### src/dbf_pkg.sv
// ----------------------------------------------------------------------------
// dbf_pkg: shared definitions for the DTS burst framer
// Header layout constants, status codes, register indexes and the command
// that travels from the front end to the word sequencer.
// ----------------------------------------------------------------------------
package dbf_pkg;

   localparam int HDR_BYTES = 10;
   localparam int HDR_IDX_W = $clog2(HDR_BYTES + 1);
   localparam int HDR_PAIRS = HDR_BYTES / 2;
   localparam int PAIR_IDX_W = $clog2(HDR_PAIRS);
   localparam int CNT_W = 14;
   localparam int PAD_W = 12;

   // Command queue depth; keep it a power of two so the pointers wrap freely.
   localparam int Q_DEPTH = 4;
   localparam int Q_PTR_W = $clog2(Q_DEPTH);

   localparam logic [31:0] SYNC_WORD   = 32'h7FFE8001;
   localparam logic [15:0] PREAMBLE_PA = 16'hF872;
   localparam logic [15:0] PREAMBLE_PB = 16'h4E1F;

   localparam logic [14:0] FSIZE_MIN = 15'd96;
   localparam logic [14:0] FSIZE_MAX = 15'd8192;

   // Block count field minus one for 16, 32 and 64 blocks
   localparam logic [6:0] NBLK_16 = 7'd15;
   localparam logic [6:0] NBLK_32 = 7'd31;
   localparam logic [6:0] NBLK_64 = 7'd63;

   // Burst length in words: two words per sample
   localparam logic [12:0] BURST_512  = 13'd1024;
   localparam logic [12:0] BURST_1024 = 13'd2048;
   localparam logic [12:0] BURST_2048 = 13'd4096;

   localparam logic [7:0] TC_512_RESET  = 8'd11;
   localparam logic [7:0] TC_1024_RESET = 8'd12;
   localparam logic [7:0] TC_2048_RESET = 8'd13;

   localparam logic [1:0] CSR_TC_512  = 2'd0;
   localparam logic [1:0] CSR_TC_1024 = 2'd1;
   localparam logic [1:0] CSR_TC_2048 = 2'd2;

   localparam logic [2:0] STATUS_OK         = 3'd0;
   localparam logic [2:0] STATUS_BAD_SYNC   = 3'd1;
   localparam logic [2:0] STATUS_BAD_HEADER = 3'd2;
   localparam logic [2:0] STATUS_BAD_BLOCKS = 3'd3;
   localparam logic [2:0] STATUS_TOO_LONG   = 3'd4;

   // Word positions inside a burst header
   localparam logic [3:0] STEP_PA    = 4'd0;
   localparam logic [3:0] STEP_PB    = 4'd1;
   localparam logic [3:0] STEP_TYPE  = 4'd2;
   localparam logic [3:0] STEP_LEN   = 4'd3;
   localparam logic [3:0] STEP_PAIR0 = 4'd4;
   localparam logic [3:0] STEP_LAST  = 4'd8;

   typedef struct packed {
      logic                   is_hdr;
      logic [15:0]            word;
      logic [2:0]             status;
      logic                   last;
      logic [7:0]             code;
      logic [8*HDR_BYTES-1:0] hdr;
   } dbf_cmd_type;

   typedef struct packed {
      logic full;
      logic empty;
   } dbf_q_stat_type;

endpackage

### src/dbf_req_if.sv
// ----------------------------------------------------------------------------
// dbf_req_if: source byte channel
// Carries one DTS byte or one pad request per beat.
// ----------------------------------------------------------------------------
interface dbf_req_if;
   logic       valid;
   logic       ready;
   logic       op;
   logic [7:0] data_byte;

   modport source (output valid, op, data_byte, input ready);
   modport sink (input valid, op, data_byte, output ready);
endinterface

### src/dbf_rsp_if.sv
// ----------------------------------------------------------------------------
// dbf_rsp_if: burst word channel
// Carries one 16-bit burst word with its status per beat.
// ----------------------------------------------------------------------------
interface dbf_rsp_if;
   logic        valid;
   logic        ready;
   logic [15:0] word;
   logic [2:0]  status;
   logic        last_of_burst;

   modport source (output valid, word, status, last_of_burst, input ready);
   modport sink (input valid, word, status, last_of_burst, output ready);
endinterface

### src/dbf_front.sv
// ----------------------------------------------------------------------------
// dbf_front: beat intake and frame tracking
// Buffers and checks the frame header, pairs payload bytes, counts padding
// and posts one command per result-producing beat to the queue.
// ----------------------------------------------------------------------------
module dbf_front
   import dbf_pkg::*;
(
   input  logic           clock,
   input  logic           reset,
   input  logic           csr_we,
   input  logic [1:0]     csr_index,
   input  logic [7:0]     csr_wdata,
   dbf_req_if.sink        req_ch,
   input  dbf_q_stat_type q_stat,
   output logic           push,
   output dbf_cmd_type    push_cmd
);

   typedef enum logic [1:0] {
      PH_HUNT,
      PH_PAYLOAD,
      PH_PAD
   } phase_type;

   phase_type             phase_ff, phase_in;
   logic [CNT_W-1:0]      byte_count_ff, byte_count_in;
   logic [CNT_W-1:0]      frame_length_ff, frame_length_in;
   logic [PAD_W-1:0]      pad_left_ff, pad_left_in;
   logic [7:0]            held_ff, held_in;
   logic [7:0]            tc512_ff, tc1024_ff, tc2048_ff;
   logic [7:0]            hdr_ff [HDR_BYTES];

   logic                  take;
   logic                  hdr_we;
   logic [HDR_IDX_W-1:0]  hunt_idx, hunt_next;
   logic [31:0]           sync_word;
   logic [6:0]            nblk_code;
   logic [14:0]           fsize;
   logic [15:0]           used_words, pad_calc;
   logic [12:0]           burst_words;
   logic [7:0]            type_code;
   logic                  blk_ok;
   logic                  done;

   assign req_ch.ready = !q_stat.full;
   assign take = req_ch.valid && req_ch.ready;

   // Header fields; bytes 0..7 are already stored when the tenth arrives
   assign sync_word = {hdr_ff[0], hdr_ff[1], hdr_ff[2], hdr_ff[3]};
   assign nblk_code = {hdr_ff[4][0], hdr_ff[5][7:2]};
   assign fsize = {1'b0, hdr_ff[5][1:0], hdr_ff[6], hdr_ff[7][7:4]} + 15'd1;
   assign used_words = 16'(({1'b0, fsize} + 16'd1) >> 1) + 16'd4;
   assign pad_calc = {3'b000, burst_words} - used_words;

   always_comb begin
      blk_ok = 1'b1;
      burst_words = BURST_512;
      type_code = tc512_ff;
      case (nblk_code)
         NBLK_16: begin
            burst_words = BURST_512;
            type_code = tc512_ff;
         end
         NBLK_32: begin
            burst_words = BURST_1024;
            type_code = tc1024_ff;
         end
         NBLK_64: begin
            burst_words = BURST_2048;
            type_code = tc2048_ff;
         end
         default: begin
            blk_ok = 1'b0;
         end
      endcase
   end

   assign hunt_idx = (byte_count_ff >= CNT_W'(HDR_BYTES)) ? '0 : byte_count_ff[HDR_IDX_W-1:0];
   assign hunt_next = hunt_idx + 1'b1;

   always_comb begin
      phase_in = phase_ff;
      byte_count_in = byte_count_ff;
      frame_length_in = frame_length_ff;
      pad_left_in = pad_left_ff;
      held_in = held_ff;
      hdr_we = 1'b0;
      done = 1'b0;
      push = 1'b0;
      push_cmd = '0;
      for (int i = 0; i < HDR_BYTES - 1; i++) begin
         push_cmd.hdr[8*(HDR_BYTES-i)-1 -: 8] = hdr_ff[i];
      end
      push_cmd.hdr[7:0] = req_ch.data_byte;
      push_cmd.status = STATUS_OK;
      if (take) begin
         case (phase_ff)
            PH_PAD: begin
               if (req_ch.op) begin
                  pad_left_in = pad_left_ff - 1'b1;
                  push = 1'b1;
                  if (pad_left_in == '0) begin
                     push_cmd.last = 1'b1;
                     phase_in = PH_HUNT;
                     byte_count_in = '0;
                  end
               end
            end
            PH_PAYLOAD: begin
               if (!req_ch.op) begin
                  byte_count_in = byte_count_ff + 1'b1;
                  done = byte_count_in >= frame_length_ff;
                  if (byte_count_ff[0]) begin
                     push = 1'b1;
                     push_cmd.word = {held_ff, req_ch.data_byte};
                  end else if (done) begin
                     // odd frame: pair the trailing byte with zero
                     push = 1'b1;
                     push_cmd.word = {req_ch.data_byte, 8'h00};
                  end else begin
                     held_in = req_ch.data_byte;
                  end
                  if (done) begin
                     if (pad_left_ff == '0) begin
                        push_cmd.last = 1'b1;
                        phase_in = PH_HUNT;
                        byte_count_in = '0;
                     end else begin
                        phase_in = PH_PAD;
                     end
                  end
               end
            end
            default: begin
               if (!req_ch.op) begin
                  hdr_we = 1'b1;
                  byte_count_in = CNT_W'(hunt_next);
                  if (hunt_next == HDR_IDX_W'(HDR_BYTES)) begin
                     push = 1'b1;
                     phase_in = PH_HUNT;
                     byte_count_in = '0;
                     if (sync_word != SYNC_WORD) begin
                        push_cmd.status = STATUS_BAD_SYNC;
                     end else if (!hdr_ff[4][7] || fsize > FSIZE_MAX || fsize < FSIZE_MIN) begin
                        push_cmd.status = STATUS_BAD_HEADER;
                     end else if (!blk_ok) begin
                        push_cmd.status = STATUS_BAD_BLOCKS;
                     end else if (used_words > {3'b000, burst_words}) begin
                        push_cmd.status = STATUS_TOO_LONG;
                     end else begin
                        push_cmd.is_hdr = 1'b1;
                        push_cmd.word = {fsize[12:0], 3'b000};
                        push_cmd.code = type_code;
                        frame_length_in = fsize[CNT_W-1:0];
                        pad_left_in = pad_calc[PAD_W-1:0];
                        byte_count_in = CNT_W'(HDR_BYTES);
                        phase_in = PH_PAYLOAD;
                     end
                  end
               end
            end
         endcase
      end
   end

   always_ff @(posedge clock) begin
      if (reset) begin
         phase_ff <= PH_HUNT;
         byte_count_ff <= '0;
         frame_length_ff <= '0;
         pad_left_ff <= '0;
         held_ff <= '0;
      end else begin
         phase_ff <= phase_in;
         byte_count_ff <= byte_count_in;
         frame_length_ff <= frame_length_in;
         pad_left_ff <= pad_left_in;
         held_ff <= held_in;
      end
   end

   always_ff @(posedge clock) begin
      if (reset) begin
         tc512_ff <= TC_512_RESET;
         tc1024_ff <= TC_1024_RESET;
         tc2048_ff <= TC_2048_RESET;
      end else if (csr_we) begin
         case (csr_index)
            CSR_TC_512:  tc512_ff <= csr_wdata;
            CSR_TC_1024: tc1024_ff <= csr_wdata;
            CSR_TC_2048: tc2048_ff <= csr_wdata;
            default: begin
            end
         endcase
      end
   end

   always_ff @(posedge clock) begin
      if (hdr_we) begin
         hdr_ff[hunt_idx[HDR_IDX_W-1:0]] <= req_ch.data_byte;
      end
   end

`ifndef ASSERT_OFF
   a_payload_count: assert property (@(posedge clock) disable iff (reset)
      phase_ff == PH_PAYLOAD |->
         byte_count_ff >= CNT_W'(HDR_BYTES) && byte_count_ff < frame_length_ff)
      else $error("payload byte count outside the frame");
`endif

endmodule

### src/dbf_queue.sv
// ----------------------------------------------------------------------------
// dbf_queue: command queue between front end and word sequencer
// Small register FIFO; the head entry is visible without a pop.
// ----------------------------------------------------------------------------
module dbf_queue
   import dbf_pkg::*;
(
   input  logic           clock,
   input  logic           reset,
   input  logic           push,
   input  dbf_cmd_type    push_cmd,
   input  logic           pop,
   output dbf_cmd_type    head,
   output dbf_q_stat_type q_stat
);

   dbf_cmd_type        entry_ff [Q_DEPTH];
   logic [Q_PTR_W-1:0] wr_ptr_ff, wr_ptr_in;
   logic [Q_PTR_W-1:0] rd_ptr_ff, rd_ptr_in;
   logic [Q_PTR_W:0]   count_ff, count_in;

   assign head = entry_ff[rd_ptr_ff];
   assign q_stat.full = count_ff == (Q_PTR_W+1)'(Q_DEPTH);
   assign q_stat.empty = count_ff == '0;

   always_comb begin
      wr_ptr_in = push ? wr_ptr_ff + 1'b1 : wr_ptr_ff;
      rd_ptr_in = pop ? rd_ptr_ff + 1'b1 : rd_ptr_ff;
      count_in = count_ff;
      if (push && !pop) begin
         count_in = count_ff + 1'b1;
      end else if (pop && !push) begin
         count_in = count_ff - 1'b1;
      end
   end

   always_ff @(posedge clock) begin
      if (reset) begin
         wr_ptr_ff <= '0;
         rd_ptr_ff <= '0;
         count_ff <= '0;
      end else begin
         wr_ptr_ff <= wr_ptr_in;
         rd_ptr_ff <= rd_ptr_in;
         count_ff <= count_in;
      end
   end

   always_ff @(posedge clock) begin
      if (push) begin
         entry_ff[wr_ptr_ff] <= push_cmd;
      end
   end

`ifndef ASSERT_OFF
   a_no_overflow: assert property (@(posedge clock) disable iff (reset)
      !(push && q_stat.full))
      else $error("command pushed into a full queue");
`endif

`ifndef ASSERT_OFF
   a_no_underflow: assert property (@(posedge clock) disable iff (reset)
      !(pop && q_stat.empty))
      else $error("command popped from an empty queue");
`endif

endmodule

### src/dbf_back.sv
// ----------------------------------------------------------------------------
// dbf_back: burst word sequencer
// Expands header commands into nine words, passes single words through,
// and holds each word in an output register until the sink takes it.
// ----------------------------------------------------------------------------
module dbf_back
   import dbf_pkg::*;
(
   input  logic           clock,
   input  logic           reset,
   input  dbf_q_stat_type q_stat,
   input  dbf_cmd_type    head,
   output logic           pop,
   dbf_rsp_if.source      rsp_ch
);

   logic [3:0]            step_ff, step_in;
   logic                  valid_ff, valid_in;
   logic [15:0]           word_ff;
   logic [2:0]            status_ff;
   logic                  last_ff;
   logic                  out_free;
   logic                  load;
   logic [15:0]           next_word;
   logic [PAIR_IDX_W-1:0] pair_idx;
   logic [15:0]           pairs [HDR_PAIRS];

   assign out_free = !valid_ff || rsp_ch.ready;
   assign load = out_free && !q_stat.empty;
   assign pop = load && (!head.is_hdr || step_ff == STEP_LAST);
   assign pair_idx = PAIR_IDX_W'(step_ff - STEP_PAIR0);

   always_comb begin
      for (int i = 0; i < HDR_PAIRS; i++) begin
         pairs[i] = head.hdr[8*HDR_BYTES-1-16*i -: 16];
      end
   end

   always_comb begin
      case (step_ff)
         STEP_PA:   next_word = PREAMBLE_PA;
         STEP_PB:   next_word = PREAMBLE_PB;
         STEP_TYPE: next_word = {8'h00, head.code};
         STEP_LEN:  next_word = head.word;
         default:   next_word = pairs[pair_idx];
      endcase
      if (!head.is_hdr) begin
         next_word = head.word;
      end
   end

   always_comb begin
      step_in = step_ff;
      if (load && head.is_hdr) begin
         step_in = (step_ff == STEP_LAST) ? STEP_PA : step_ff + 1'b1;
      end
      valid_in = load ? 1'b1 : (valid_ff && !rsp_ch.ready);
   end

   always_ff @(posedge clock) begin
      if (reset) begin
         step_ff <= STEP_PA;
         valid_ff <= 1'b0;
      end else begin
         step_ff <= step_in;
         valid_ff <= valid_in;
      end
   end

   always_ff @(posedge clock) begin
      if (load) begin
         word_ff <= next_word;
         status_ff <= head.is_hdr ? STATUS_OK : head.status;
         last_ff <= head.is_hdr ? 1'b0 : head.last;
      end
   end

   assign rsp_ch.valid = valid_ff;
   assign rsp_ch.word = word_ff;
   assign rsp_ch.status = status_ff;
   assign rsp_ch.last_of_burst = last_ff;

`ifndef ASSERT_OFF
   a_step_on_header: assert property (@(posedge clock) disable iff (reset)
      step_ff != STEP_PA |-> !q_stat.empty && head.is_hdr)
      else $error("header step running without a header command at the head");
`endif

endmodule

### src/dts_burst_framer.sv
// Path: an accepted beat's result word goes into the command queue, then the output register.
// Throughput: one request beat per cycle while the four-entry command queue has room;
// one response beat per cycle while the sink is ready; a header beat expands to nine words.
// The response rate of the word sequencer sets the sustained figure.
// Reset: synchronous, active high; clears control state, restores the type codes
// to 11, 12 and 13; the header buffer needs no clearing and is written before use.
// ----------------------------------------------------------------------------
// dts_burst_framer: IEC 61937 burst framing of a DTS core byte stream
// Front end checks headers and pairs bytes, a short command queue decouples
// it from the sequencer that emits preambles, payload and padding words.
// ----------------------------------------------------------------------------
module dts_burst_framer
   import dbf_pkg::*;
(
   input  logic       clock,
   input  logic       reset,
   input  logic       csr_we,
   input  logic [1:0] csr_index,
   input  logic [7:0] csr_wdata,
   dbf_req_if.sink    req_ch,
   dbf_rsp_if.source  rsp_ch
);

   // Commands flow front -> queue -> sequencer
   dbf_cmd_type    push_cmd;
   dbf_cmd_type    head;
   dbf_q_stat_type q_stat;
   logic           push;
   logic           pop;

   // Accept beats, track the frame, post commands; stall only on a full queue
   dbf_front u_front (
      .clock     (clock),
      .reset     (reset),
      .csr_we    (csr_we),
      .csr_index (csr_index),
      .csr_wdata (csr_wdata),
      .req_ch    (req_ch),
      .q_stat    (q_stat),
      .push      (push),
      .push_cmd  (push_cmd)
   );

   // Absorb the nine-word header bursts while intake keeps running
   dbf_queue u_queue (
      .clock    (clock),
      .reset    (reset),
      .push     (push),
      .push_cmd (push_cmd),
      .pop      (pop),
      .head     (head),
      .q_stat   (q_stat)
   );

   // Emit one word per cycle; hold it in the output register while stalled
   dbf_back u_back (
      .clock  (clock),
      .reset  (reset),
      .q_stat (q_stat),
      .head   (head),
      .pop    (pop),
      .rsp_ch (rsp_ch)
   );

endmodule

### src/flat_wrapper.sv
// flat-port wrapper written by rule: the top's interface ports become plain ports
module dts_burst_framer_flat import dbf_pkg::*;
  (clock, reset, csr_we, csr_index, csr_wdata, req_ch_valid, req_ch_op, req_ch_data_byte, req_ch_ready, rsp_ch_valid, rsp_ch_word, rsp_ch_status, rsp_ch_last_of_burst, rsp_ch_ready);
  dbf_req_if req_ch_i ();
  dbf_rsp_if rsp_ch_i ();
  input  logic clock;
  input  logic reset;
  input  logic csr_we;
  input  logic [1:0] csr_index;
  input  logic [7:0] csr_wdata;
  input wire logic [$bits(req_ch_i.valid)-1:0] req_ch_valid;
  input wire logic [$bits(req_ch_i.op)-1:0] req_ch_op;
  input wire logic [$bits(req_ch_i.data_byte)-1:0] req_ch_data_byte;
  output wire logic [$bits(req_ch_i.ready)-1:0] req_ch_ready;
  output wire logic [$bits(rsp_ch_i.valid)-1:0] rsp_ch_valid;
  output wire logic [$bits(rsp_ch_i.word)-1:0] rsp_ch_word;
  output wire logic [$bits(rsp_ch_i.status)-1:0] rsp_ch_status;
  output wire logic [$bits(rsp_ch_i.last_of_burst)-1:0] rsp_ch_last_of_burst;
  input wire logic [$bits(rsp_ch_i.ready)-1:0] rsp_ch_ready;
  assign req_ch_i.valid = req_ch_valid;
  assign req_ch_i.op = req_ch_op;
  assign req_ch_i.data_byte = req_ch_data_byte;
  assign req_ch_ready = req_ch_i.ready;
  assign rsp_ch_valid = rsp_ch_i.valid;
  assign rsp_ch_word = rsp_ch_i.word;
  assign rsp_ch_status = rsp_ch_i.status;
  assign rsp_ch_last_of_burst = rsp_ch_i.last_of_burst;
  assign rsp_ch_i.ready = rsp_ch_ready;
  dts_burst_framer u_core (.clock(clock), .reset(reset), .csr_we(csr_we), .csr_index(csr_index), .csr_wdata(csr_wdata), .req_ch(req_ch_i), .rsp_ch(rsp_ch_i));
endmodule
### config.mk
export PLATFORM = sky130hd
export DESIGN_NAME = dts_burst_framer_flat
export DESIGN_NICKNAME = d
export VERILOG_FILES = /design/src/dbf_pkg.sv /design/src/dbf_req_if.sv /design/src/dbf_rsp_if.sv /design/src/dbf_front.sv /design/src/dbf_queue.sv /design/src/dbf_back.sv /design/src/dts_burst_framer.sv /design/src/flat_wrapper.sv
export SDC_FILE = /design/constraint.sdc
export NUM_CORES = 1
export LEC_CHECK = 0
export BUFFER_PORTS_ARGS = -buffer_cell sky130_fd_sc_hd__buf_2
export CORE_MARGIN = 4
export CORE_UTILIZATION = 30
export DETAILED_ROUTE_END_ITERATION = 6
export HOLD_SLACK_MARGIN = 0.05
export PLACE_DENSITY = 0.41
export SYNTH_ARGS = -nofsm -noshare
export SYNTH_HDL_FRONTEND = slang
export SYNTH_SLANG_ARGS = --single-unit
export TNS_END_PERCENT = 50
### constraint.sdc
create_clock -name clock -period 7.9 [get_ports clock]
set_input_delay 0.395 -clock clock [delete_from_list [all_inputs] [get_ports clock]]
set_output_delay 0.395 -clock clock [all_outputs]
set_load 0.01 [all_outputs]
---- Yosys cells after proc, flatten, opt, wreduce, memory -nomap -nowiden ----
Memories as Yosys holds them, arrays and structs flattened. A register that Yosys moved wholly into a read port is not among the register bits.
Index checks and enable logic that the tools add are counted.
operators by class
  bitwise logic cells ..................... 9
  equal/unequal tests ..................... 22
  magnitude comparators ................... 6
  multipliers ............................. 0
  reduce and logical (&&, ||, !) cells .... 38
  divide/modulo/power cells ............... 0
  shift operators ......................... 0
  add/sub/neg operators ................... 13
  muxes and demuxes ....................... 92
operators by type and width
  cell                     count
  $mux W16                 6
  $mux W12                 7
  $mux W14                 6
  $mux W17                 4
  $pmux W16 S4             1
  $mux W8                  7
  $bmux W16 S3             1
  $mux W20                 2
  $ne A32 B31 Y1 const B   1
  $pmux W16 S2             1
  $mux W29                 1
  $mux W4                  7
  $pmux W14 S2             1
  $mux W1                  26
  $pmux W13 S2             1
  $logic_not A12 Y1        2
  $pmux W12 S2             1
  $mux W3                  7
  $mux W2                  9
  $add A15 B1 Y16 const B  1
  $add A15 B3 Y16 const B  1
  $gt A16 B13 Y1           1
  $pmux W8 S2              1
  $add A14 B1 Y15 const B  1
  other kinds (43)         84
word-level totals
  register bits after elaboration ......... 106
  bits in latches ......................... 0
  memory bits (read-only) ................. 0
  memories ................................ 2
  memory bits (writable) .................. 516
  input bits .............................. 24
  output and inout port bits .............. 22
memory list
  name                     depth  width  rd ports  clocked after Yosys merged registers in  wr ports  RTL line         text
  u_core.u_queue.entry_ff  4      109    1         1                                        1         dbf_queue.sv:17  dbf_cmd_type entry_ff [Q_DEPTH];
  u_core.u_front.hdr_ff    10     8      9         0                                        1         dbf_front.sv:32  logic [7:0] hdr_ff [HDR_BYTES];

---- Depth between registers and ports, before layout ----
Gate-level depths: netlist of the first run.
An unclocked memory read counts as a cell.
  depth after elaboration ................. 13
  depth in mapped cells ................... 26

---- Modules after synthesis ----
From an unflattened synthesis of the first run, not the netlist that was laid out.
second synthesis, totals
  cell total of the unflattened synthesis .. 1,718
  area total of the unflattened synthesis .. 26,699.4 um^2
modules (own cells, without submodules)
  module     sequential area each (um^2)  instances  area each (um^2)  cells each
  dbf_queue  13,272.7                     1          16,107.9          613
  dbf_front  3,643.5                      1          8,625.8           934
  dbf_back   700.7                        1          1,965.6           171

---- Least setup slack after synthesis of the first run ----
Ideal clock, no wire load.
  path kind ............................... register to register
  start ................................... register u_core.u_front.byte_count_ff[3]
  end ..................................... memory u_core.u_queue.entry_ff[0][0] (netlist name), enable pin
  stages on the path, launching flop included .. 16
  library setup time ...................... 0.480 ns
  path slack .............................. 1.977 ns
  arrival time ............................ 5.442 ns
  period minus slack after synthesis ...... 5.923 ns
  path through ............................ dfxtp_1 -> clkbuf_1 -> and3_1 -> and3_1 -> nand3_1 -> nor2_1 -> xor2_1 -> ha_1 -> and3_1 -> a221o_1 -> a21o_1 -> a21oi_1 -> o21ai_1 -> o211ai_1 -> a31oi_1 -> and2_1
between the ends
  cells in the longest elaborated chain, start to end .. 10
ends and longest elaborated chain
  item                                                                     RTL line                text
  start: declaration                                                       dbf_front.sv:27         logic [CNT_W-1:0] byte_count_ff, byte_count_in;
  start signal: assignment                                                 dbf_front.sv:176        byte_count_ff <= byte_count_in;
  parallel branches: the longest is 6 deep, another holds $add A14 B1 Y14  -
  $pmux W1 S2 (*)                                                          dbf_front.sv:98         case (phase_ff)
  $mux W1 (*)                                                              dbf_front.sv:97         if (take) begin
  net u_core.push                                                          dts_burst_framer.sv:28  logic push;
  $mux W1 (*)                                                              dbf_queue.sv:50         if (push) begin
  $mux W1 (implied by the code) (*)                                        dbf_queue.sv:51         entry_ff[wr_ptr_ff] <= push_cmd;
  end: declaration                                                         dbf_queue.sv:17
Mark *: on every way through the listed nets, which the timed path passes.

==> results.txt, run 1 <==
The run finished with clean final reports. Synthesis produced a netlist whose cell count is 1727. The final hold violation count is 0. The register-to-register path setup slack was 1.36 ns; the horizontal die dimension was 306 microns. The routed layout has 15.4k vias. By area, the combinational part of the netlist is dominated by multiplexers.

Of the total synthesized cell area, the portion taken by full adders, half adders and majority gates is 2.19%. The compound-gate portion of the synthesized area works out to 7.40%. For the number of nets produced by synthesis, the log shows 1797. The logs give 16.1% for the global-route usage over all layers and 18.1% for the worst slew slack as a fraction of its limit. Max-cap violations in this run came to 0.

In this run, post-CTS repair resized a total of 0 instances. Based on the critical path, the design can be clocked at up to 153 MHz. For this design the static power due to leakage is 0.00987 uW.

After synthesis the netlist holds a flip-flop and latch count of 616. Along the worst path, the maximum fanout reaches 31. The iteration count of the initial detailed-routing pass was 5; the worst-case clock buffer depth was 3. The clock insertion delay at the later pin of the skew report was 0.63 ns. Setup repair after global routing left no endpoint under its margin. Dividing the detail-routed wire length by the instance count gives 25.0 microns. The first global-routing pass estimated 112 mm of wire. The run gives 30.2% as the initial core utilization. The total number of yosys warnings came out at 0.

Buffers inserted during clock tree synthesis total 73. Entering global routing, the biggest net connects 54 pins. The number of synthesized flops with an enable pin was 528.

TritonCTS built the clock tree. The logs give 0.0882 sq mm for the placeable core region and 1874 for the final layout net count. The library cell used most frequently in the layout, excluding fill and tap cells, is sky130_fd_sc_hd__edfxtp_1. In the routed design, unresolved DRC markers number 0. For the worst setup path, the data required time is 8.17 ns. Hold buffer count at cts: 9. The number of global-route vias before repair is 16.1k, and the power density relative to cell area is 249 mW/mm^2. Once layout is done, the placed cells without fillers occupy 0.0307 sq mm.

The critical path is of the flop to flop type. The worst reg2reg path endpoint was u_core.u_queue.entry_ff[3][101]. The worst setup path is captured at a flop. The post-synthesis to final-layout area growth works out to 15.3%. End point of the most critical hold path: u_core.u_front.held_ff[4]. The source of the worst register-to-register timing path is u_core.u_front.hdr_ff[7][4]. The final critical path takes up 82.7% of the cycle.

IR analysis of the VDD net gives a maximum drop of 153 uV. The area enclosed by the die boundary is 0.0937 sq mm, and the mux contribution to synthesized area is 12.4%. For the number of antenna violations at the first check in global routing, the log shows 2. Maximum level of the CTS H-tree: 3. The simple-gate share of the synthesized area came out at 7.89%. Start point of the worst hold path: reset.

Global routing finished with a remaining overflow of 0. For the pin with the worst max-slew slack, the measured transition is 1.22 ns. Hold timing on the final database bottoms out at a slack of 0.220 ns. The tools report the largest clock skew in the final design as 0.0253 ns.

The worst hold path was traced through 2 stages. Cells with a size suffix above 1 make up 19.6% of the layout. The tools report the CTS root buffer as sky130_fd_sc_hd__clkbuf_16. For the finished layout, the period the worst path requires is 6.54 ns.

Summing the sequential cell areas from Yosys gives 66.0% of the chip area. The run gives 49.6 mm as the HPWL after detailed placement. The fraction of the core area covered by cells at the end of the flow is 34.8%. The path type of the worst min-delay path was primary input to flop.

The final max-slew violation count came out at 0. The area after detailed placement is 0.0284 sq mm, and the mean instance size in the synthesized netlist is 15.4 sq um. At the worst endpoint, the arrival time is 6.80 ns.

Counting cells, the worst reg-to-reg path comes to 20. The tools report the count of different cell masters after synthesis as 89. The detailed router finished its first iteration with 1256 violations.

Row generation in the floorplan step produced 109 rows. The logs give 0 for the number of nets with antenna violations after detailed routing and 75.5 mm for the final wirelength. After the flow finishes, the layout carries non-filler instances totaling 3022. The logs give 0 for the number of setup violations in the final report and 616 for the total clock sinks. Clock slew seen by the registers of the worst setup and hold paths: 0.06 ns.

The average via count per standard cell is 5.10, and the total negative slack is 0 ns. After Yosys synthesis, XOR and XNOR cells account for 1.79% of the synthesized area. After clock tree synthesis, the setup repair step added 0 buffers. During I/O placement, the number of pins put on the boundary was 46. The die is 306 microns tall. The proportion of register bits with asynchronous set or reset after synthesis was 0%.

After detailed placement, the design holds a cell count of 2885. During placement, the flow inserted port buffers numbering 45. The worst setup path is launched from a flop.

In the layout the commonest cells are 528 x sky130_fd_sc_hd__edfxtp_1, 125 x sky130_fd_sc_hd__mux4_2, 112 x sky130_fd_sc_hd__nor2_1, 106 x sky130_fd_sc_hd__nand2_1, 85 x sky130_fd_sc_hd__dfxtp_1. Routability-driven placement finished with a final weighted congestion of 0.850. The synthesized netlist occupies a cell area of 0.0267 sq mm.

The most used flip-flop cell after synthesis is sky130_fd_sc_hd__edfxtp_1.
power breakdown:
group	switching, uW	total (uW)	internal, uW
logic	425	748	323
clock network	1330	3230	1900
registers	75.3	3680	3610
total	1830	7660	5830
stage by stage:
step / setup WS, ns / power (uW)
floorplan: 1.98 / 4210
global placement: 1.61 / 4520
detailed placement: 1.43 / 4520
CTS: 1.42 / 7790
global route: 0.823 / 7990
finish: 1.36 / 7660
synth_stat cells, drive strengths merged (9+ instances only):
cell type / n / area [sq um]
nor4: 26 / 175
xor2: 19 / 166
a21o: 11 / 82.6
xnor2: 33 / 289
buf: 35 / 174
or3: 12 / 75.1
clkbuf: 60 / 225
mux2i: 48 / 480
and2: 24 / 153
ha: 45 / 563
a22o: 11 / 96.3
a211oi: 36 / 340
inv: 54 / 203
nor3: 25 / 125
a21oi: 33 / 169
or2: 10 / 62.6
o21ai: 60 / 300
mux4: 125 / 2820
o22ai: 9 / 62.6
nand3: 39 / 195
nand2: 107 / 404
o31ai: 10 / 75.1
nand4: 14 / 93.8
edfxtp: 528 / 15900
nor2: 112 / 420
a22oi: 20 / 155
dfxtp: 88 / 1760
a31oi: 9 / 62.6
a221oi: 11 / 103
area by class of cell:
type,instances,area (sq um)
Clock buffer,98,1940
Tap cell,1165,1460
Multi-Input combinational cell,960,8490
Timing Repair Buffer,97,691
Inverter,56,211
Antenna cell,1,2.50
Sequential cell,616,17600
Clock inverter,29,325
Fill cell,8436,57500
cell families (layout without fill, tap and decap cells):
| kind of cell | count (synthesis) | after routing |
|---|---|---|
| xor+xnor | 53 | 53 |
| other cells | 0 | 1 |
| compound gates | 266 | 266 |
| flops | 616 | 616 |
| mux | 174 | 174 |
| buf+inv | 151 | 280 |
| fa+ha+maj | 46 | 46 |
| simple gates | 421 | 421 |
routing by layer:
metal  track usage [%]  routed length (microns)  vias to the layer above  share of wire, %
met1              22.1                    34100                     7992                45
met5                 0                        0                        -                 0
met3              2.53                     3090                      107               4.1
met2              26.7                    36700                      351                49
met4              4.07                     1630                        0               2.2
li1                  -                        -                     6953                 -
worst max path at each step:
stage | slack (ns) | start | endpoint | cells past startpoint
floorplan | 1.98 | u_core.u_front.byte_count_ff[3] | u_core.u_queue.entry_ff[0][0] | 15
global placement | 1.61 | u_core.u_front.hdr_ff[7][4] | u_core.u_queue.entry_ff[0][101] | 20
detailed placement | 1.43 | u_core.u_front.hdr_ff[7][4] | u_core.u_queue.entry_ff[1][101] | 20
CTS | 1.42 | u_core.u_front.hdr_ff[7][4] | u_core.u_queue.entry_ff[0][101] | 20
global route | 0.82 | u_core.u_front.hdr_ff[7][4] | u_core.u_queue.entry_ff[3][97] | 21
finish | 1.36 | u_core.u_front.hdr_ff[7][4] | u_core.u_queue.entry_ff[3][101] | 20
registers in the layout, indices dropped and copies added, names as in the netlist, 12 cells and up, named ones only:
signal                          count
u_core.u_back.rsp_ch.word          16
u_core.u_front.byte_count_ff       14
u_core.u_front.frame_length_ff     14
u_core.u_front.hdr_ff              72
u_core.u_queue.entry_ff           436
u_core.u_front.pad_left_ff         12
worst max-delay path: stages (launching register included):
cell                       delay [ns]
sky130_fd_sc_hd__edfxtp_1        0.77
sky130_fd_sc_hd__ha_1            0.48
sky130_fd_sc_hd__xor2_1          0.68
sky130_fd_sc_hd__a22o_1          0.26
sky130_fd_sc_hd__or2_0           0.31
sky130_fd_sc_hd__inv_1           0.11
sky130_fd_sc_hd__ha_1            0.23
sky130_fd_sc_hd__and2_1          0.17
sky130_fd_sc_hd__mux2_2          0.31
sky130_fd_sc_hd__nand3_1         0.13
sky130_fd_sc_hd__nor2_1          0.07
sky130_fd_sc_hd__nand2_1         0.11
sky130_fd_sc_hd__nor2_1          0.06
sky130_fd_sc_hd__xor2_1          0.15
sky130_fd_sc_hd__ha_1            0.32
sky130_fd_sc_hd__o22ai_1         0.09
sky130_fd_sc_hd__a21oi_1         0.12
sky130_fd_sc_hd__o21ai_1         0.19
sky130_fd_sc_hd__a2111o_1        0.43
sky130_fd_sc_hd__buf_4           0.28
sky130_fd_sc_hd__o21ai_0         0.87
Note: power is estimated with default switching activity, not from simulation.
==> inputs of run 2 (changes only) <==
Settings changed: ABC_AREA set to 1.
Clock period 7.9 ns to 6.4 ns, I/O delays scaled along.
==> run 2 against run 1 <==
Effect of this change: core utilization increased by 0.17 points; worst hold slack lost 0.092 ns; first-iteration DRC count increased by 30%; power up 31%; sequential power rose by 23%; combinational power up 93%; flip-flop and latch count did not move; critical path type unchanged; highest routed layer unchanged; die area up 0.25%; global-route usage is 0.95 points higher.
==> results.txt, run 2 <==
The flow ran to the end, and the final reports show no timing, DRC or antenna violations. The worst setup path is captured at a flop. The number of antenna violations at the first check in global routing was 4 (+2); the final layout net count was 2575 (+37%). In the synthesized netlist, the cells that appear most often are 528 x sky130_fd_sc_hd__edfxtp_1, 357 x sky130_fd_sc_hd__nor2_1, 337 x sky130_fd_sc_hd__nand2_1. The logs give 5.36 ns (-1.44 ns) for the worst endpoint data arrival time and 0.843 (-0.80%) for the routability congestion estimate from global placement. The floorplan die height was 307 microns (+0.13%). The tools report the worst slew slack as a fraction of its limit as 22.0% (+3.9 points). The final hold violation count was 0 (unchanged); the proportion of register bits with asynchronous set or reset after synthesis was 0% (unchanged). The number of setup violations in the final report was 0 (unchanged); the final wirelength was 81.3 mm (+7.7%). The clock period minus worst slack was 5.05 ns (-1.48 ns). The timing-limited maximum frequency came out at 198 MHz (+29%). Number of design-rule violations left by the first detailed-router iteration: 1631 (+30%). The critical-path maximum fanout works out to 18 (-42%). CTS root buffer: sky130_fd_sc_hd__clkbuf_16. The simple-gate share of the synthesized area is 14.7% (+6.9 points), and the total number of yosys warnings is 0 (unchanged). The total power was 10000 uW (+31%); the iteration count of the initial detailed-routing pass was 5 (unchanged). The average routed wire per standard cell came out at 21.8 microns (-13%). The tools report the number of global-route vias before repair as 18.0k (+12%). The number of instances in the synthesized netlist was 2440 (+41%). The clock slew seen by the registers of the worst setup and hold paths is 0.05 ns (about the same), and the total of fill cells in the finished design is 8788 (+4.2%). Setup repair after global routing left no endpoint under its margin. Count of different cell masters after synthesis: 60 (-33%). The post-synthesis to final-layout area growth is 15.7%.

The clock insertion delay at the later pin of the skew report came out at 0.63 ns (about the same). The slack of the critical path was 1.35 ns (-0.0184 ns); the share of final-layout standard cells stronger than drive strength 1 was 10.5% (-9.1 points). The flip-flop count of the largest register after layout works out to 436 (unchanged).

The first-pass GRT wire length is 120 mm (+8.0%), and the number of I/O pins is 46 (unchanged). Horizontal die dimension: 307 microns (+0.13%). The library cells used most frequently in the layout, excluding fill and tap cells, are 528 x sky130_fd_sc_hd__edfxtp_1, 351 x sky130_fd_sc_hd__nor2_1, 337 x sky130_fd_sc_hd__nand2_1, 292 x sky130_fd_sc_hd__o21ai_0, 158 x sky130_fd_sc_hd__inv_1. The mean instance size in the synthesized netlist is 11.0 sq um (-29%). For the worst-case clock buffer depth, the log shows 3 (unchanged).

Most common library cell in the layout ignoring fill and taps: sky130_fd_sc_hd__edfxtp_1. The most common cell in the synthesized netlist is sky130_fd_sc_hd__edfxtp_1. The logs give 0.0884 sq mm (+0.15%) for the placeable core region and 0.0267 sq mm (+0.26%) for the synthesized cell area.

The count of cells along the worst register-to-register path came out at 22 (+10%). The maximum level of the CTS H-tree is 3 (unchanged). The logs give 0 (unchanged) for the final max-slew violation count and 6.71 ns (-1.46 ns) for the required arrival time at the worst endpoint. The power density relative to cell area was 323 mW/mm^2 (+30%).

The largest clock skew in the final design was 0.0435 ns (+0.0183 ns). The post-route DRC violation count came out at 0 (unchanged). The number of rows in the core area was 109 (unchanged); the post-synthesis adder-cell area fraction was 2.18% (-0.0057 points). The number of buffers created by CTS was 74 (+1.4%).

Number of storage elements in the synthesis netlist: 616 (unchanged). The largest net degree at the start of global routing was 151 (+180%). The run gives 1.38 ns (-0.0486 ns) as the pre-CTS setup slack. After synthesis, the cell types taking the most area are sky130_fd_sc_hd__edfxtp_1 59%, sky130_fd_sc_hd__dfxtp_1 6.6%, sky130_fd_sc_hd__o21ai_0 5.5%. The critical path is of the flop to flop type. The global-route congestion overflow total was 0 (unchanged); the total clock sinks was 616 (unchanged).

The area enclosed by the die boundary was 0.0940 sq mm (+0.25%). Of all cell types, the one taking the most synthesized area is sky130_fd_sc_hd__edfxtp_1. The average via count per standard cell was 4.96 (-2.8%).

The worst setup path is launched from a flop. The most instantiated flip-flop cell in the synthesis netlist is sky130_fd_sc_hd__edfxtp_1. The tools report the number of antenna diodes as 0 (-1). The number of nets produced by synthesis was 2510 (+40%); the total leakage power was 0.0109 uW (+10%). TritonCTS built the clock tree. Path type of the worst min-delay path: primary input to flop. The overall via count from detail_route is 18.5k (+20%), and the compound-gate portion of the synthesized area is 12.0% (+4.6 points). The share of Yosys cell area claimed by the top area cell type was 59.3% (-0.16 points).

The parity-gate share of the synthesized area counting xor and xnor cells works out to 1.10% (-0.69 points). Counting flops per register, the top entry is u_core.u_queue.entry_ff. The main combinational cell family by area after synthesis was simple AND/OR/NAND/NOR gates. The final worst-path cycle share is 79.0% (-3.8 points), and the total of max-cap violations is 0 (unchanged). The number of nets with antenna violations after detailed routing is 0 (unchanged), and the number of port buffers is 45 (unchanged).

The number of synthesized flops with an enable pin was 528 (unchanged); the initial core utilization was 30.3% (+0.033 points). The mux contribution to synthesized area came out at 0% (-12 points). Worst voltage drop across the vdd grid: 192 uV (+25%). The slew at the pin with the worst max-slew slack works out to 1.17 ns (-0.0547 ns). The number of cells on the worst hold path was 2 (unchanged); the HPWL after detailed placement was 52.7 mm (+6.3%). The global-route usage over all layers was 17.0% (+0.95 points); the total negative slack was 0 ns (unchanged). The sequential cell area fraction in the yosys report was 65.9% (-0.17 points).
## run 2: cell count changes in the layout (fill, tap and decap cells not counted), moves of 48 or more
cell                      change
sky130_fd_sc_hd__mux4_2     -125
sky130_fd_sc_hd__a21oi_1     +49
sky130_fd_sc_hd__o22ai_1     +87
sky130_fd_sc_hd__nand2_1    +231
sky130_fd_sc_hd__inv_1      +105
sky130_fd_sc_hd__nor2_1     +239
sky130_fd_sc_hd__o21ai_0    +236
sky130_fd_sc_hd__mux2i_1     -48
## run 2: final timing paths
kind	start	end	slack, ns
max reg2reg	u_core.u_front.hdr_ff[7][4]	u_core.u_queue.entry_ff[3][105]	1.35
max	u_core.u_front.hdr_ff[7][4]	u_core.u_queue.entry_ff[3][105]	1.35
min reg2reg	u_core.u_front.tc2048_ff[7]	u_core.u_front.tc2048_ff[7]	0.46
min	reset	u_core.u_front.byte_count_ff[3]	0.13
## run 2: metrics by stage
| stage | hold WS [ns] | instance area, sq um | cells | util [%] |
|---|---|---|---|---|
| 2_1_floorplan | 0.419 | 26700 | 2440 | - |
| 3_3_place_gp | 0.445 | 28500 | 3585 | 32.3 |
| 3_5_place_dp | 0.446 | 28500 | 3585 | 32.3 |
| 4_1_cts | 0.107 | 30900 | 3730 | 35.0 |
| 5_1_grt | 0.130 | 30900 | 3730 | 35.0 |
| 6_report | 0.128 | 30900 | 3730 | 35.0 |
## run 2: metal layers
| layer | GRT usage [%] | wire length [microns] | share of wire [%] |
|---|---|---|---|
| met5 | 0 | 0 | 0 |
| met4 | 5.44 | 2640 | 3.2 |
| met3 | 2.75 | 3690 | 4.5 |
| met2 | 27.3 | 37500 | 46 |
| met1 | 23.7 | 37500 | 46 |
## run 2: what timing repair did
action	4_1_cts	5_1_grt
hold buffers	9	0
resized for setup	0	0
buffers inserted	0	0
hold endpoints to repair	25	0
endpoints found under the setup margin	0	0
## run 2: worst max-delay path, stage by stage (launching register included)
cell and delay [ns]:
sky130_fd_sc_hd__edfxtp_1 0.71, sky130_fd_sc_hd__inv_1 0.18, sky130_fd_sc_hd__ha_1 0.45, sky130_fd_sc_hd__nor2_1 0.06
sky130_fd_sc_hd__nand3_1 0.15, sky130_fd_sc_hd__inv_1 0.08, sky130_fd_sc_hd__nand2_1 0.07, sky130_fd_sc_hd__nand2_1 0.11
sky130_fd_sc_hd__inv_1 0.14, sky130_fd_sc_hd__ha_1 0.19, sky130_fd_sc_hd__nand2_2 0.09, sky130_fd_sc_hd__nor2_2 0.12
sky130_fd_sc_hd__nand3_1 0.12, sky130_fd_sc_hd__nor2_1 0.20, sky130_fd_sc_hd__nand3_1 0.12, sky130_fd_sc_hd__xnor2_1 0.15
sky130_fd_sc_hd__ha_1 0.30, sky130_fd_sc_hd__o211ai_1 0.14, sky130_fd_sc_hd__nor2_4 0.22, sky130_fd_sc_hd__nand3_4 0.15
sky130_fd_sc_hd__inv_2 0.10, sky130_fd_sc_hd__nand2_4 0.17, sky130_fd_sc_hd__o21ai_0 0.72
## run 2: final cells by class
| class | instances | area, sq um | share of cell area (%) |
|---|---|---|---|
| inverter | 174 | 659 | 2.13 |
| multi-input combinational | 1544 | 8080 | 26.1 |
| sequential | 616 | 17600 | 57.0 |
| timing repair buffer | 95 | 786 | 2.54 |
| clock buffer | 98 | 1990 | 6.44 |
| clock inverter | 38 | 348 | 1.12 |
| tap | 1165 | 1460 | 4.71 |
## run 2: logic make-up after synthesis
| group | Yosys count |
|---|---|
| flip-flops | 616 |
| adder cells (fa/ha/maj) | 46 |
| buffers and inverters | 280 |
| AND/OR/NAND/NOR | 909 |
| XOR/XNOR | 31 |
| AO/OA/AOI/OAI | 558 |
## run 2: where the power goes
part | switching [uW] | internal (uW)
Clock | 1700 | 2340
Combinational | 1050 | 395
Sequential | 77.5 | 4450
Total | 2820 | 7180
